$ cat config.mk
export PLATFORM = sky130hd
export DESIGN_NAME = labeled_adjacency_matrix_graph_top
export DESIGN_NICKNAME = d
export VERILOG_FILES = /design/src/rtl/lamg_pkg.sv /design/src/rtl/labeled_adjacency_matrix_graph_top.sv /design/src/rtl/lamg_store.sv /design/src/rtl/lamg_seq.sv
export SDC_FILE = /design/constraint.sdc
export NUM_CORES = 1
export LEC_CHECK = 0
export ABC_CLOCK_PERIOD_IN_PS = 7000
export BUFFER_PORTS_ARGS = -buffer_cell sky130_fd_sc_hd__buf_2
export CAP_MARGIN = 20
export CORE_MARGIN = 4
export CORE_UTILIZATION = 40
export CTS_BUF_LIST = sky130_fd_sc_hd__clkbuf_8
export DETAILED_ROUTE_END_ITERATION = 16
export GPL_ROUTABILITY_DRIVEN = 0
export PLACE_DENSITY_LB_ADDON = 0.25
export SLEW_MARGIN = 25
export SYNTH_ARGS = -nofsm -noshare
export SYNTH_HDL_FRONTEND = slang
export SYNTH_SLANG_ARGS = --single-unit
$ cat constraint.sdc
create_clock -name clock -period 7 [get_ports clock]
set_clock_uncertainty 0.15 [all_clocks]
set_input_delay 0 -clock clock [delete_from_list [all_inputs] [get_ports clock]]
set_output_delay 0 -clock clock [all_outputs]
set_load 0.02 [all_outputs]
$ cat src/rtl/lamg_pkg.sv
`default_nettype none
// ----------------------------------------------------------------------------
// lamg_pkg
// Shared sizes, codes, types and field conversion helpers for the labeled
// adjacency matrix graph store.
// ----------------------------------------------------------------------------
package lamg_pkg;

   // Store geometry.
   localparam int VERTEX_SLOTS = 8;
   localparam int LABEL_BITS   = 16;
   localparam int SLOT_BITS    = (VERTEX_SLOTS > 1) ? $clog2(VERTEX_SLOTS) : 1;
   localparam int CNT_BITS     = $clog2(VERTEX_SLOTS + 1);

   // Fixed widths of the transaction fields.
   localparam int MODE_W        = 3;
   localparam int LABEL_FIELD_W = 16;
   localparam int STATUS_W      = 2;
   localparam int INDEX_FIELD_W = 3;
   localparam int ROW_FIELD_W   = 8;

   typedef logic [LABEL_BITS-1:0]    label_type;
   typedef logic [VERTEX_SLOTS-1:0]  row_type;
   typedef logic [SLOT_BITS-1:0]     slot_type;
   typedef logic [CNT_BITS-1:0]      cnt_type;
   typedef logic [MODE_W-1:0]        mode_type;
   typedef logic [STATUS_W-1:0]      status_type;

   // Operation codes.
   localparam mode_type MODE_ADD_VERTEX    = 3'd0;
   localparam mode_type MODE_ADD_EDGE      = 3'd1;
   localparam mode_type MODE_REMOVE_VERTEX = 3'd2;
   localparam mode_type MODE_REMOVE_EDGE   = 3'd3;
   localparam mode_type MODE_DUMP          = 3'd4;

   // Result status codes.
   localparam status_type STATUS_OK         = 2'd0;
   localparam status_type STATUS_FULL       = 2'd1;
   localparam status_type STATUS_NOT_FOUND  = 2'd2;
   localparam status_type STATUS_ZERO_LABEL = 2'd3;

   localparam slot_type SLOT_LAST = slot_type'(VERTEX_SLOTS - 1);

   // Request from the sequencer to the store.
   typedef struct packed {
      logic      rd_en;
      slot_type  rd_addr;
      logic      wr_en;
      slot_type  wr_addr;
      label_type wr_label;
      row_type   wr_row;
   } mem_req_type;

   // Registered read data from the store.
   typedef struct packed {
      label_type label;
      row_type   row;
   } mem_rsp_type;

   // One result transaction handed to the output register.
   typedef struct packed {
      logic                     valid;
      status_type               status;
      logic [INDEX_FIELD_W-1:0] slot_index;
      logic [LABEL_FIELD_W-1:0] slot_label;
      logic [ROW_FIELD_W-1:0]   row_bits;
      logic                     last;
   } result_type;

   // Takes the low LABEL_BITS bits of a label field.
   function automatic label_type field_to_label(input logic [LABEL_FIELD_W-1:0] f);
      label_type r;
      r = '0;
      for (int i = 0; i < LABEL_BITS; i++) begin
         if (i < LABEL_FIELD_W) begin
            r[i] = f[i];
         end
      end
      return r;
   endfunction

   // Widens or narrows a stored label to the output field.
   function automatic logic [LABEL_FIELD_W-1:0] label_to_field(input label_type l);
      logic [LABEL_FIELD_W-1:0] r;
      r = '0;
      for (int i = 0; i < LABEL_FIELD_W; i++) begin
         if (i < LABEL_BITS) begin
            r[i] = l[i];
         end
      end
      return r;
   endfunction

   // Keeps the low bits of an adjacency row for the output field.
   function automatic logic [ROW_FIELD_W-1:0] row_to_field(input row_type w);
      logic [ROW_FIELD_W-1:0] r;
      r = '0;
      for (int i = 0; i < ROW_FIELD_W; i++) begin
         if (i < VERTEX_SLOTS) begin
            r[i] = w[i];
         end
      end
      return r;
   endfunction

   // Keeps the low bits of a slot number for the output field.
   function automatic logic [INDEX_FIELD_W-1:0] slot_to_field(input slot_type s);
      logic [INDEX_FIELD_W-1:0] r;
      r = '0;
      for (int i = 0; i < INDEX_FIELD_W; i++) begin
         if (i < SLOT_BITS) begin
            r[i] = s[i];
         end
      end
      return r;
   endfunction

endpackage
`default_nettype wire

$ cat src/rtl/labeled_adjacency_matrix_graph_top.sv
`default_nettype none
// ----------------------------------------------------------------------------
// labeled_adjacency_matrix_graph_top
// Small directed graph store with labeled vertex slots and an adjacency
// bit matrix, driven by a request stream and answering on a response stream.
// ----------------------------------------------------------------------------
// Usage:
//   A request transaction on req_* carries a mode and up to two labels. Add
//   vertex, add edge, remove vertex and remove edge each give one response
//   transaction; dump gives one response per slot in slot order, with tlast
//   on the final one. Unused modes are accepted and give no response.
//   Labels and rows live in two small memories with a registered read.
//   Each add, remove or dump request, unless rejected for a zero label,
//   first walks all slots through the read port, one per cycle unless a
//   dump is stalled. Add vertex and the edge operations then pass a decide
//   state, a write state on success, and an emit state for the result.
//   Remove vertex, when the label is found, adds a second read-modify-write
//   walk over all slots to clear the freed rows and columns.
//   A dump delivers one slot per cycle while the output register has room.
//   Requests with a zero label skip the walk and go to the emit state.
//   The response sits in an output register, so a new request is accepted
//   while a finished response waits. When rsp_tready is low the block holds
//   its response and, for a dump, pauses its walk until room frees up.
//   A synchronous reset empties every slot and removes every edge at once.
// ----------------------------------------------------------------------------
module labeled_adjacency_matrix_graph_top (
   input  wire logic        clock,
   input  wire logic        reset,
   input  wire logic        req_tvalid,
   output logic             req_tready,
   // Fields from bit 0: mode[2:0], first_label[18:3], second_label[34:19].
   input  wire logic [39:0] req_tdata,
   output logic             rsp_tvalid,
   input  wire logic        rsp_tready,
   // Fields from bit 0: status[1:0], slot_index[4:2], slot_label[20:5],
   // row_bits[28:21].
   output logic [31:0]      rsp_tdata,
   output logic             rsp_tlast
);

   logic                  req_accept;
   logic                  seq_ready;
   logic                  can_load;
   lamg_pkg::result_type  res;
   lamg_pkg::mem_req_type mem_req;
   lamg_pkg::mem_rsp_type mem_rsp;

   logic                  rsp_valid_ff, rsp_valid_in;
   logic [31:0]           rsp_data_ff, rsp_data_in;
   logic                  rsp_last_ff, rsp_last_in;

   assign req_tready = seq_ready;
   assign req_accept = req_tvalid && seq_ready;
   assign can_load   = !rsp_valid_ff || rsp_tready;

   lamg_seq u_seq (
      .clock      (clock),
      .reset      (reset),
      .start      (req_accept),
      .start_mode (req_tdata[2:0]),
      .start_a    (lamg_pkg::field_to_label(req_tdata[18:3])),
      .start_b    (lamg_pkg::field_to_label(req_tdata[34:19])),
      .ready      (seq_ready),
      .can_load   (can_load),
      .res        (res),
      .mem_req    (mem_req),
      .mem_rsp    (mem_rsp)
   );

   lamg_store u_store (
      .clock   (clock),
      .reset   (reset),
      .mem_req (mem_req),
      .mem_rsp (mem_rsp)
   );

   // Output register: loads a result when empty or being drained.
   always_comb begin
      rsp_valid_in = rsp_valid_ff;
      rsp_data_in  = rsp_data_ff;
      rsp_last_in  = rsp_last_ff;
      if (res.valid) begin
         rsp_valid_in = 1'b1;
         rsp_data_in  = {3'b000, res.row_bits, res.slot_label, res.slot_index, res.status};
         rsp_last_in  = res.last;
      end else if (rsp_tready) begin
         rsp_valid_in = 1'b0;
      end
   end

   always_ff @(posedge clock) begin
      if (reset) begin
         rsp_valid_ff <= 1'b0;
      end else begin
         rsp_valid_ff <= rsp_valid_in;
      end
   end

   always_ff @(posedge clock) begin
      rsp_data_ff <= rsp_data_in;
      rsp_last_ff <= rsp_last_in;
   end

   assign rsp_tvalid = rsp_valid_ff;
   assign rsp_tdata  = rsp_data_ff;
   assign rsp_tlast  = rsp_last_ff;

endmodule
`default_nettype wire

$ cat src/rtl/lamg_store.sv
`default_nettype none
// ----------------------------------------------------------------------------
// lamg_store
// Label and adjacency row memories with one write port, one read port and a
// registered read. Per-slot valid bits make unwritten slots read as free.
// ----------------------------------------------------------------------------
module lamg_store (
   input  wire logic                  clock,
   input  wire logic                  reset,
   input  wire lamg_pkg::mem_req_type mem_req,
   output lamg_pkg::mem_rsp_type      mem_rsp
);

   lamg_pkg::label_type label_mem_ff [lamg_pkg::VERTEX_SLOTS];
   lamg_pkg::row_type   row_mem_ff   [lamg_pkg::VERTEX_SLOTS];

   logic [lamg_pkg::VERTEX_SLOTS-1:0] valid_ff;
   logic                              q_valid_ff;
   lamg_pkg::label_type               q_label_ff;
   lamg_pkg::row_type                 q_row_ff;

   // Memory write and registered read.
   always_ff @(posedge clock) begin
      if (mem_req.wr_en) begin
         label_mem_ff[mem_req.wr_addr] <= mem_req.wr_label;
         row_mem_ff[mem_req.wr_addr]   <= mem_req.wr_row;
      end
      if (mem_req.rd_en) begin
         q_label_ff <= label_mem_ff[mem_req.rd_addr];
         q_row_ff   <= row_mem_ff[mem_req.rd_addr];
      end
   end

   // Valid bits: a slot becomes valid on its first write.
   always_ff @(posedge clock) begin
      if (reset) begin
         valid_ff   <= '0;
         q_valid_ff <= 1'b0;
      end else begin
         if (mem_req.wr_en) begin
            valid_ff[mem_req.wr_addr] <= 1'b1;
         end
         if (mem_req.rd_en) begin
            q_valid_ff <= valid_ff[mem_req.rd_addr];
         end
      end
   end

   // A slot never written reads as free with no edges.
   assign mem_rsp.label = q_valid_ff ? q_label_ff : '0;
   assign mem_rsp.row   = q_valid_ff ? q_row_ff : '0;

endmodule
`default_nettype wire

$ cat src/rtl/lamg_seq.sv
`default_nettype none
// ----------------------------------------------------------------------------
// lamg_seq
// Operation sequencer: scans the store one slot per cycle unless stalled,
// decides the operation, writes back, hands results to the output register.
// ----------------------------------------------------------------------------
module lamg_seq (
   input  wire logic                  clock,
   input  wire logic                  reset,
   input  wire logic                  start,
   input  wire lamg_pkg::mode_type    start_mode,
   input  wire lamg_pkg::label_type   start_a,
   input  wire lamg_pkg::label_type   start_b,
   output logic                       ready,
   input  wire logic                  can_load,
   output lamg_pkg::result_type       res,
   output lamg_pkg::mem_req_type      mem_req,
   input  wire lamg_pkg::mem_rsp_type mem_rsp
);

   localparam logic [2:0] S_IDLE   = 3'd0;
   localparam logic [2:0] S_SCAN   = 3'd1;
   localparam logic [2:0] S_DECIDE = 3'd2;
   localparam logic [2:0] S_WRITE  = 3'd3;
   localparam logic [2:0] S_SWEEP  = 3'd4;
   localparam logic [2:0] S_EMIT   = 3'd5;

   logic [2:0]            state_ff, state_in;
   lamg_pkg::mode_type    mode_ff, mode_in;
   lamg_pkg::label_type   a_ff, a_in;
   lamg_pkg::label_type   b_ff, b_in;
   lamg_pkg::cnt_type     issue_cnt_ff, issue_cnt_in;
   logic                  rd_pending_ff, rd_pending_in;
   lamg_pkg::slot_type    rd_idx_ff, rd_idx_in;
   logic                  free_found_ff, free_found_in;
   lamg_pkg::slot_type    free_idx_ff, free_idx_in;
   logic                  src_found_ff, src_found_in;
   lamg_pkg::slot_type    src_idx_ff, src_idx_in;
   logic                  dst_found_ff, dst_found_in;
   lamg_pkg::slot_type    dst_idx_ff, dst_idx_in;
   lamg_pkg::row_type     dst_row_ff, dst_row_in;
   lamg_pkg::row_type     match_mask_ff, match_mask_in;
   lamg_pkg::status_type  res_status_ff, res_status_in;
   lamg_pkg::slot_type    res_idx_ff, res_idx_in;
   lamg_pkg::label_type   res_label_ff, res_label_in;
   lamg_pkg::row_type     res_row_ff, res_row_in;

   logic              walking;
   logic              stall;
   logic              issue;
   logic              consume;
   logic              last_consume;
   logic              is_edge;
   lamg_pkg::row_type src_bit;

   assign ready   = (state_ff == S_IDLE);
   assign walking = (state_ff == S_SCAN) || (state_ff == S_SWEEP);
   // A dump result waits in the read register while the output is full.
   assign stall   = (state_ff == S_SCAN) && (mode_ff == lamg_pkg::MODE_DUMP) &&
                    rd_pending_ff && !can_load;
   assign issue   = walking && !stall &&
                    (issue_cnt_ff < lamg_pkg::cnt_type'(lamg_pkg::VERTEX_SLOTS));
   assign consume = walking && rd_pending_ff && !stall;
   assign last_consume = consume && (rd_idx_ff == lamg_pkg::SLOT_LAST);
   assign is_edge = (start_mode == lamg_pkg::MODE_ADD_EDGE) ||
                    (start_mode == lamg_pkg::MODE_REMOVE_EDGE);
   assign src_bit = lamg_pkg::row_type'(1) << src_idx_ff;

   // Next-state logic for the sequencer and its scan trackers.
   always_comb begin
      state_in      = state_ff;
      mode_in       = mode_ff;
      a_in          = a_ff;
      b_in          = b_ff;
      issue_cnt_in  = issue_cnt_ff;
      rd_pending_in = rd_pending_ff;
      rd_idx_in     = rd_idx_ff;
      free_found_in = free_found_ff;
      free_idx_in   = free_idx_ff;
      src_found_in  = src_found_ff;
      src_idx_in    = src_idx_ff;
      dst_found_in  = dst_found_ff;
      dst_idx_in    = dst_idx_ff;
      dst_row_in    = dst_row_ff;
      match_mask_in = match_mask_ff;
      res_status_in = res_status_ff;
      res_idx_in    = res_idx_ff;
      res_label_in  = res_label_ff;
      res_row_in    = res_row_ff;

      mem_req          = '0;
      mem_req.rd_en    = issue;
      mem_req.rd_addr  = issue_cnt_ff[lamg_pkg::SLOT_BITS-1:0];

      res = '0;

      // Read pipeline shared by the scan and the sweep.
      if (issue) begin
         issue_cnt_in  = issue_cnt_ff + lamg_pkg::cnt_type'(1);
         rd_pending_in = 1'b1;
         rd_idx_in     = issue_cnt_ff[lamg_pkg::SLOT_BITS-1:0];
      end else if (consume) begin
         rd_pending_in = 1'b0;
      end

      unique case (state_ff)
         S_IDLE: begin
            if (start) begin
               mode_in       = start_mode;
               a_in          = start_a;
               b_in          = start_b;
               issue_cnt_in  = '0;
               rd_pending_in = 1'b0;
               free_found_in = 1'b0;
               src_found_in  = 1'b0;
               dst_found_in  = 1'b0;
               match_mask_in = '0;
               res_status_in = lamg_pkg::STATUS_ZERO_LABEL;
               res_idx_in    = '0;
               res_label_in  = '0;
               res_row_in    = '0;
               if (start_mode == lamg_pkg::MODE_DUMP) begin
                  state_in = S_SCAN;
               end else if (start_mode > lamg_pkg::MODE_DUMP) begin
                  state_in = S_IDLE;
               end else if (start_a == '0 || (is_edge && start_b == '0)) begin
                  state_in = S_EMIT;
               end else begin
                  state_in = S_SCAN;
               end
            end
         end

         S_SCAN: begin
            if (consume) begin
               // Lowest free slot, highest slot per label, and the match set.
               if (mem_rsp.label == '0 && !free_found_ff) begin
                  free_found_in = 1'b1;
                  free_idx_in   = rd_idx_ff;
               end
               if (mem_rsp.label == a_ff) begin
                  src_found_in             = 1'b1;
                  src_idx_in               = rd_idx_ff;
                  match_mask_in[rd_idx_ff] = 1'b1;
               end
               if (mem_rsp.label == b_ff) begin
                  dst_found_in = 1'b1;
                  dst_idx_in   = rd_idx_ff;
                  dst_row_in   = mem_rsp.row;
               end
               if (mode_ff == lamg_pkg::MODE_DUMP) begin
                  res.valid      = 1'b1;
                  res.status     = lamg_pkg::STATUS_OK;
                  res.slot_index = lamg_pkg::slot_to_field(rd_idx_ff);
                  res.slot_label = lamg_pkg::label_to_field(mem_rsp.label);
                  res.row_bits   = lamg_pkg::row_to_field(mem_rsp.row);
                  res.last       = (rd_idx_ff == lamg_pkg::SLOT_LAST);
               end
            end
            if (last_consume) begin
               state_in = (mode_ff == lamg_pkg::MODE_DUMP) ? S_IDLE : S_DECIDE;
            end
         end

         S_DECIDE: begin
            res_status_in = lamg_pkg::STATUS_NOT_FOUND;
            res_idx_in    = '0;
            res_label_in  = '0;
            res_row_in    = '0;
            state_in      = S_EMIT;
            unique case (mode_ff)
               lamg_pkg::MODE_ADD_VERTEX: begin
                  if (free_found_ff) begin
                     res_status_in = lamg_pkg::STATUS_OK;
                     res_idx_in    = free_idx_ff;
                     res_label_in  = a_ff;
                     state_in      = S_WRITE;
                  end else begin
                     res_status_in = lamg_pkg::STATUS_FULL;
                  end
               end
               lamg_pkg::MODE_REMOVE_VERTEX: begin
                  if (src_found_ff) begin
                     res_status_in = lamg_pkg::STATUS_OK;
                     res_idx_in    = src_idx_ff;
                     issue_cnt_in  = '0;
                     rd_pending_in = 1'b0;
                     state_in      = S_SWEEP;
                  end
               end
               default: begin
                  if (src_found_ff && dst_found_ff) begin
                     res_status_in = lamg_pkg::STATUS_OK;
                     res_idx_in    = dst_idx_ff;
                     res_label_in  = b_ff;
                     res_row_in    = (mode_ff == lamg_pkg::MODE_ADD_EDGE) ?
                                     (dst_row_ff | src_bit) : (dst_row_ff & ~src_bit);
                     state_in      = S_WRITE;
                  end
               end
            endcase
         end

         S_WRITE: begin
            mem_req.wr_en    = 1'b1;
            mem_req.wr_addr  = res_idx_ff;
            mem_req.wr_label = res_label_ff;
            mem_req.wr_row   = res_row_ff;
            state_in         = S_EMIT;
         end

         S_SWEEP: begin
            // Free every matching slot and clear their columns everywhere.
            if (consume) begin
               mem_req.wr_en   = 1'b1;
               mem_req.wr_addr = rd_idx_ff;
               if (match_mask_ff[rd_idx_ff]) begin
                  mem_req.wr_label = '0;
                  mem_req.wr_row   = '0;
               end else begin
                  mem_req.wr_label = mem_rsp.label;
                  mem_req.wr_row   = mem_rsp.row & ~match_mask_ff;
               end
            end
            if (last_consume) begin
               state_in = S_EMIT;
            end
         end

         S_EMIT: begin
            if (can_load) begin
               res.valid      = 1'b1;
               res.status     = res_status_ff;
               res.slot_index = lamg_pkg::slot_to_field(res_idx_ff);
               res.slot_label = lamg_pkg::label_to_field(res_label_ff);
               res.row_bits   = lamg_pkg::row_to_field(res_row_ff);
               res.last       = 1'b1;
               state_in       = S_IDLE;
            end
         end

         default: begin
            state_in = S_IDLE;
         end
      endcase
   end

   // Control registers.
   always_ff @(posedge clock) begin
      if (reset) begin
         state_ff      <= S_IDLE;
         rd_pending_ff <= 1'b0;
         issue_cnt_ff  <= '0;
      end else begin
         state_ff      <= state_in;
         rd_pending_ff <= rd_pending_in;
         issue_cnt_ff  <= issue_cnt_in;
      end
   end

   // Operands, trackers and the pending result.
   always_ff @(posedge clock) begin
      mode_ff       <= mode_in;
      a_ff          <= a_in;
      b_ff          <= b_in;
      rd_idx_ff     <= rd_idx_in;
      free_found_ff <= free_found_in;
      free_idx_ff   <= free_idx_in;
      src_found_ff  <= src_found_in;
      src_idx_ff    <= src_idx_in;
      dst_found_ff  <= dst_found_in;
      dst_idx_ff    <= dst_idx_in;
      dst_row_ff    <= dst_row_in;
      match_mask_ff <= match_mask_in;
      res_status_ff <= res_status_in;
      res_idx_ff    <= res_idx_in;
      res_label_ff  <= res_label_in;
      res_row_ff    <= res_row_in;
   end

`ifndef NO_ASSERTIONS
   // A result is offered only when the output register can take it.
   a_res_needs_room: assert property (@(posedge clock) disable iff (reset)
      res.valid |-> can_load)
      else $error("result offered while output register is full");

   // The sweep never writes the entry that is being read in the same cycle.
   a_no_rw_collision: assert property (@(posedge clock) disable iff (reset)
      (mem_req.wr_en && mem_req.rd_en) |-> (mem_req.wr_addr != mem_req.rd_addr))
      else $error("store read and write hit the same slot");

   // The search pass leaves the store untouched.
   a_scan_read_only: assert property (@(posedge clock) disable iff (reset)
      (state_ff == S_SCAN) |-> !mem_req.wr_en)
      else $error("store written during the search pass");

   // A vertex removal sweep always has at least one slot to free.
   a_sweep_has_match: assert property (@(posedge clock) disable iff (reset)
      (state_ff == S_SWEEP) |-> (match_mask_ff != '0))
      else $error("removal sweep with an empty match set");

   // New input is taken only while the sequencer is idle.
   a_start_when_idle: assert property (@(posedge clock) disable iff (reset)
      start |-> ready)
      else $error("transaction started while busy");
`endif

endmodule
`default_nettype wire
## Yosys cells after proc, flatten, opt, wreduce, memory -nomap -nowiden

Memories as Yosys holds them, arrays and structs flattened. A register that Yosys moved wholly into a read port is not among the register bits.
Cells that the tools add are included.

- Flip-flop bits (word level): 143
- Memory bits (writable): 192
- Input port bits: 44
- Output and inout port bits: 35
- Word-level logic and storage cells: 184
- Memories: 2

Memory list:

| name | depth | bits a word | rd ports | clocked after Yosys merged registers in | write ports | line | text |
|---|---|---|---|---|---|---|---|
| u_store.label_mem_ff | 8 | 16 | 1 | 1 | 1 | lamg_store.sv:14 | `lamg_pkg::label_type label_mem_ff [lamg_pkg::VERTEX_SLOTS];` |
| u_store.row_mem_ff | 8 | 8 | 1 | 1 | 1 | lamg_store.sv:15 | `lamg_pkg::row_type row_mem_ff [lamg_pkg::VERTEX_SLOTS];` |

- $add $sub $neg: 1
- Magnitude comparators: 7
- Equality and inequality tests: 22
- Shifts and indexed selects: 1
- Multiplexer cells: 80
- Bitwise logic cells: 7
- Reduce and logical (&&, ||, !) cells: 40

Operators by type and width:

| operator | number |
|---|---|
| 31-bit 2-to-1 mux | 3 |
| 16-bit 2-to-1 mux | 4 |
| 16-bit one-hot mux with 2 select lines | 2 |
| 31-bit one-hot mux with 2 select lines | 1 |
| 8-bit 2-to-1 mux | 7 |
| 28-bit one-hot mux with 2 select lines | 1 |
| 16-bit logical NOT | 3 |
| 3-bit 2-to-1 mux | 13 |
| 16-bit == test | 2 |
| 8-bit one-hot mux with 2 select lines | 2 |
| 28-bit 2-to-1 mux | 1 |
| 24-bit 2-to-1 mux | 1 |
| 8-bit OR | 3 |
| 1-bit 2-to-1 mux | 22 |
| 3-bit one-hot mux with 2 select lines | 3 |
| 3-bit one-hot mux with 6 select lines | 1 |
| 8-bit bitwise AND | 2 |
| 4-bit 2-to-1 mux | 4 |
| 8-bit inverter | 2 |
| 4-bit AND reduction | 4 |
| 3-bit == test, second input constant | 5 |
| 1-bit logical AND | 14 |
| 3-bit by 2-bit == test with 1-bit output, second input constant | 4 |
| 3-bit by 4-bit < comparator with 1-bit output, second input constant | 3 |
| 21 further kinds | 51 |

## Longest topological paths before layout

- Word-level depth: 13
- Gate-level depth with buffers: 9
- Depth with buffers taken out: 7

## Modules after synthesis

A second synthesis with hierarchy kept.

- Cell total of the unflattened synthesis: 832
- Area total of the unflattened synthesis: 14,760.4 µm²

Modules (own cells, without submodules):

| module | instances | cells each | area each (µm²) | sequential area each (µm²) |
|---|---|---|---|---|
| lamg_store | 1 | 368 | 8,538.2 | 6,666.4 |
| lamg_seq | 1 | 425 | 5,242.5 | 3,012.9 |
| labeled_adjacency_matrix_graph_top | 1 | 39 | 979.7 | 920.9 |

## Worst setup path before layout

No wires, ideal clock.

- Path kind: reg-to-reg
- Start: register u_seq.state_ff[0]
- End: register rsp_data_ff[0], in the netlist rsp_tdata[0], enable pin
- Library setup time: 0.459 ns
- Arrival: 3.091 ns
- Required time: 6.391 ns
- Path slack: 3.300 ns
- Stages on the path, launching flop included: 5
- Path buffers: 1
- Clock period less this slack: 3.700 ns
- Path through: dfxtp_1 > buf_2 > inv_1 > or3_1 > o21ai_0

RTL lines:

| what | line | text |
|---|---|---|
| from (decl) | lamg_seq.sv:28 | `logic [2:0] state_ff, state_in;` |
| from (signal assigned) | lamg_seq.sv:255 | `state_ff <= state_in;` |
| to (signal assigned) | labeled_adjacency_matrix_graph_top.sv:100 | `rsp_data_ff <= rsp_data_in;` |
| to (decl) | labeled_adjacency_matrix_graph_top.sv:49 | `logic [31:0] rsp_data_ff, rsp_data_in;` |

==> impl_results.md <==
- Status: complete, no violations
- Cell Count, Final, Fillers Out: 1658
- Core area: 36870 um^2
- WS Path Type: reg2reg
- Reg2reg start: u_seq.rd_idx_ff[2]
- Slowest cell on crit path: o31ai_1
- Worst Hold Path EP: rsp_tvalid
- Global Route Usage Sum: 17.48%
- Worst EP required: 7.11 ns
- Initial Util: 40.79%
- Dominant synthesized flop cell: edfxtp_1
- DR WL/cell: 21.75 um
- Final ANT Viol Nets: 0
- Number of cells on the worst hold path: 4
- Vias in the first global route: 9035
- CTS tree: done
- Yosys warning total: 0
- Finish-stage setup viols: 0
- VDD IR-drop max: 182.2 uV
- Port Buffers: 70
- Final nets: 1153
- Pin count of the biggest net entering global routing: 38
- Switch share: 26.97%
- DP Wirelength: 21590 um
- Final WL: 36060 um
- EDFF count, synth: 341
- Hold Startpoint: rsp_tready
- FF-to-FF setup slack: 3.78 ns
- Reg2Reg Depth: 4
- Most common cell after layout, fill and taps aside: edfxtp_1
- Vias: 9052
- Worst slew margin: 31.66%
- Max Fclk: 0.3104 GHz
- Layout cell share with drive strength beyond 1: 24.70%
- Yosys reg bits: 359
- Comb pwr share: 12.2%
- Max Cap Viol: 0
- Clock share of power: 33.2%
- Worst path top cell family by delay: compound AO/OA/AOI/OAI gates
- Worst Tran Pin Value: 1.016 ns
- Synth-to-Final Area Change: 18.03%
- Final Critical Period: 3.222 ns
- CP endpoint kind: flip-flop
- Reg2reg end: u_store.row_mem_ff[7][2]
- Final period util: 46.02%
- Share of flip-flops with an asynchronous set or reset: 0%
- Worst-skew pair later-pin latency: 0.62 ns
- Num Clock Sinks: 359
- Internal power: 0.003633 W
- Die width: 201.9 um
- Die Span Y: 201.9 um
- Via density: 5.460
- First-pass GRT wire length: 55190 um
- Slowest stage delay, CP: 0.94 ns
- Crit-path cells: mux2_4, a221oi_4, o2111ai_4, o31ai_1
- Clock root buffer: clkbuf_8
- Worst Hold Class: in2reg
- Sw power: 0.001342 W
- Seq pwr share: 54.6%
- Unique masters post-synth: 69
- Area of the mapped netlist: 15040 um^2
- Leakage: 5.678 nW
- Post-CTS resize count: 0
- Filler cell count: 3170
- Final Hold Vio Count: 0
- First-pass detailed-route iteration total: 5
- IO Pins: 79
- Clk buf depth: 3
- Placed insts: 1481
- Setup Buffers After CTS: 0
- Synth Instances: 946
- Arrival time worst endpoint: 3.33 ns
- Clock-pin transition on the worst setup and hold timing paths: 0.07 ns
- Crit start category: flip-flop
- Fin. max-slew vios: 0
- Pwr per Cell Area: 280.2 nW/um^2
- Commonest cells after routing, fill and taps aside: 341 x edfxtp_1, 79 x nor2_1, 73 x dlygate4sd3_1
- RSZ-0062 raised after global routing: no
- Initial DRC count: 768
- Initial antenna violation count: 0
- Mean Syn Cell Area: 15.90 um^2
- # diodes: 0
- Post-route DRC violation count: 0
- Post-synthesis sequential area ratio: 70.47%
- WP buf/inv: 0
- Congestion Overflow GR: 0
- Setup tns final: 0 ns
- Crit path max fanout: 18
- Die area: 40770 um^2
- H-tree levels: 2
- Cts bufs inserted: 56
- Row cnt: 70
state kept, by name (all words and copies together) (netlist names), 4 cells and up:
signal,cells
rsp_tdata,29
u_seq.a_ff,16
u_seq.b_ff,16
u_seq.dst_row_ff,8
u_seq.issue_cnt_ff,4
u_seq.match_mask_ff,8
u_seq.res_label_ff,16
u_seq.res_row_ff,8
u_store.label_mem_ff,128
u_store.q_label_ff,16
u_store.q_row_ff,8
u_store.row_mem_ff,64
u_store.valid_ff,8
stage by stage:
stage	hold slack (ns)	cell area [um^2]	utilization (%)	setup WS, ns	total power (W)
CTS	0.1124	17740	48.11	3.744	0.005021
floorplan	-0.05113	15050	-	3.300	0.003121
global placement	0.04239	15920	43.17	3.784	0.003321
detailed placement	0.04411	15960	43.28	3.764	0.003330
global route	0.1581	17750	48.15	3.637	0.005206
finish	0.1559	17750	48.15	3.778	0.004975
synth_stat cells, types with 12 or more instances:
cell,count,area [um^2]
mux2_2,24,270.3
a31oi_1,15,93.84
a22oi_1,23,172.7
mux4_2,50,1126
o21ai_0,35,175.2
a22o_1,15,131.4
nand2_1,60,225.2
a22o_2,15,150.1
dfxtp_1,18,360.4
nor2_1,84,315.3
a21oi_1,15,75.07
nor4_1,13,81.33
nand3_1,12,60.06
inv_1,23,86.33
clkbuf_1,46,172.7
edfxtp_1,341,10240
per-layer routing:
metal	GRT usage, %	wire, um	up-vias
met4	4.321	638	0
met5	0	0	-
met3	2.808	1960	59
li1	-	-	4071
met1	24.72	15880	4614
met2	28.62	17570	308
worst reg2reg max path, stage by stage (launching register included):
cell	delay, ns
edfxtp_1	0.77
mux2_4	0.37
a221oi_4	0.31
o2111ai_4	0.32
o31ai_1	0.95
timing repair:
action / CTS / global route
setup endpoints to repair: 0 / 0
hold endpoints to repair: 54 / 0
hold buffers: 73 / 0
power by group through the flow:
stage	clock network [W]	logic (W)	registers, W
floorplan	0	0.000491	0.00263
global placement	0	0.000568	0.00275
detailed placement	0	0.000575	0.00276
CTS	0.00170	0.000610	0.00271
global route	0.00181	0.000665	0.00273
finish	0.00165	0.000608	0.00272
worst max-delay path by stage:
stage / from / end / slack [ns] / depth (start not counted)
after floorplan: u_seq.state_ff[0] / rsp_tdata[0] / 3.30 / 4
after global placement: u_seq.rd_idx_ff[2] / u_store.row_mem_ff[6][6] / 3.78 / 4
after detailed placement: u_seq.rd_idx_ff[2] / u_store.row_mem_ff[4][0] / 3.76 / 4
after CTS: u_seq.rd_idx_ff[2] / u_store.row_mem_ff[7][0] / 3.74 / 4
after global routing: u_seq.state_ff[1] / u_seq.res_row_ff[5] / 3.64 / 3
final: u_seq.rd_idx_ff[2] / u_store.row_mem_ff[7][2] / 3.78 / 4
area by class of cell:
| cell class | instances | area, um^2 | share of cell area (%) |
|---|---|---|---|
| tap | 504 | 630.6 | 3.552 |
| clock inverter | 47 | 264.0 | 1.487 |
| timing repair buffer | 165 | 1266 | 7.132 |
| multi-input combinational | 503 | 4116 | 23.19 |
| sequential | 359 | 10610 | 59.74 |
| inverter | 23 | 86.33 | 0.4863 |
| clock buffer | 57 | 784.5 | 4.419 |
cells by family after synthesis:
logic type	synth area share (%)
DFF	70.47
and+or+nand+nor	7.570
AOI/OAI and AO/OA	8.252
muxes	10.11
buffers and inverters	2.612
xor gates and xnor gates	0.8734
adders and majority gates	0.08317
other	0.02493
(Power assumes the default switching activity.)
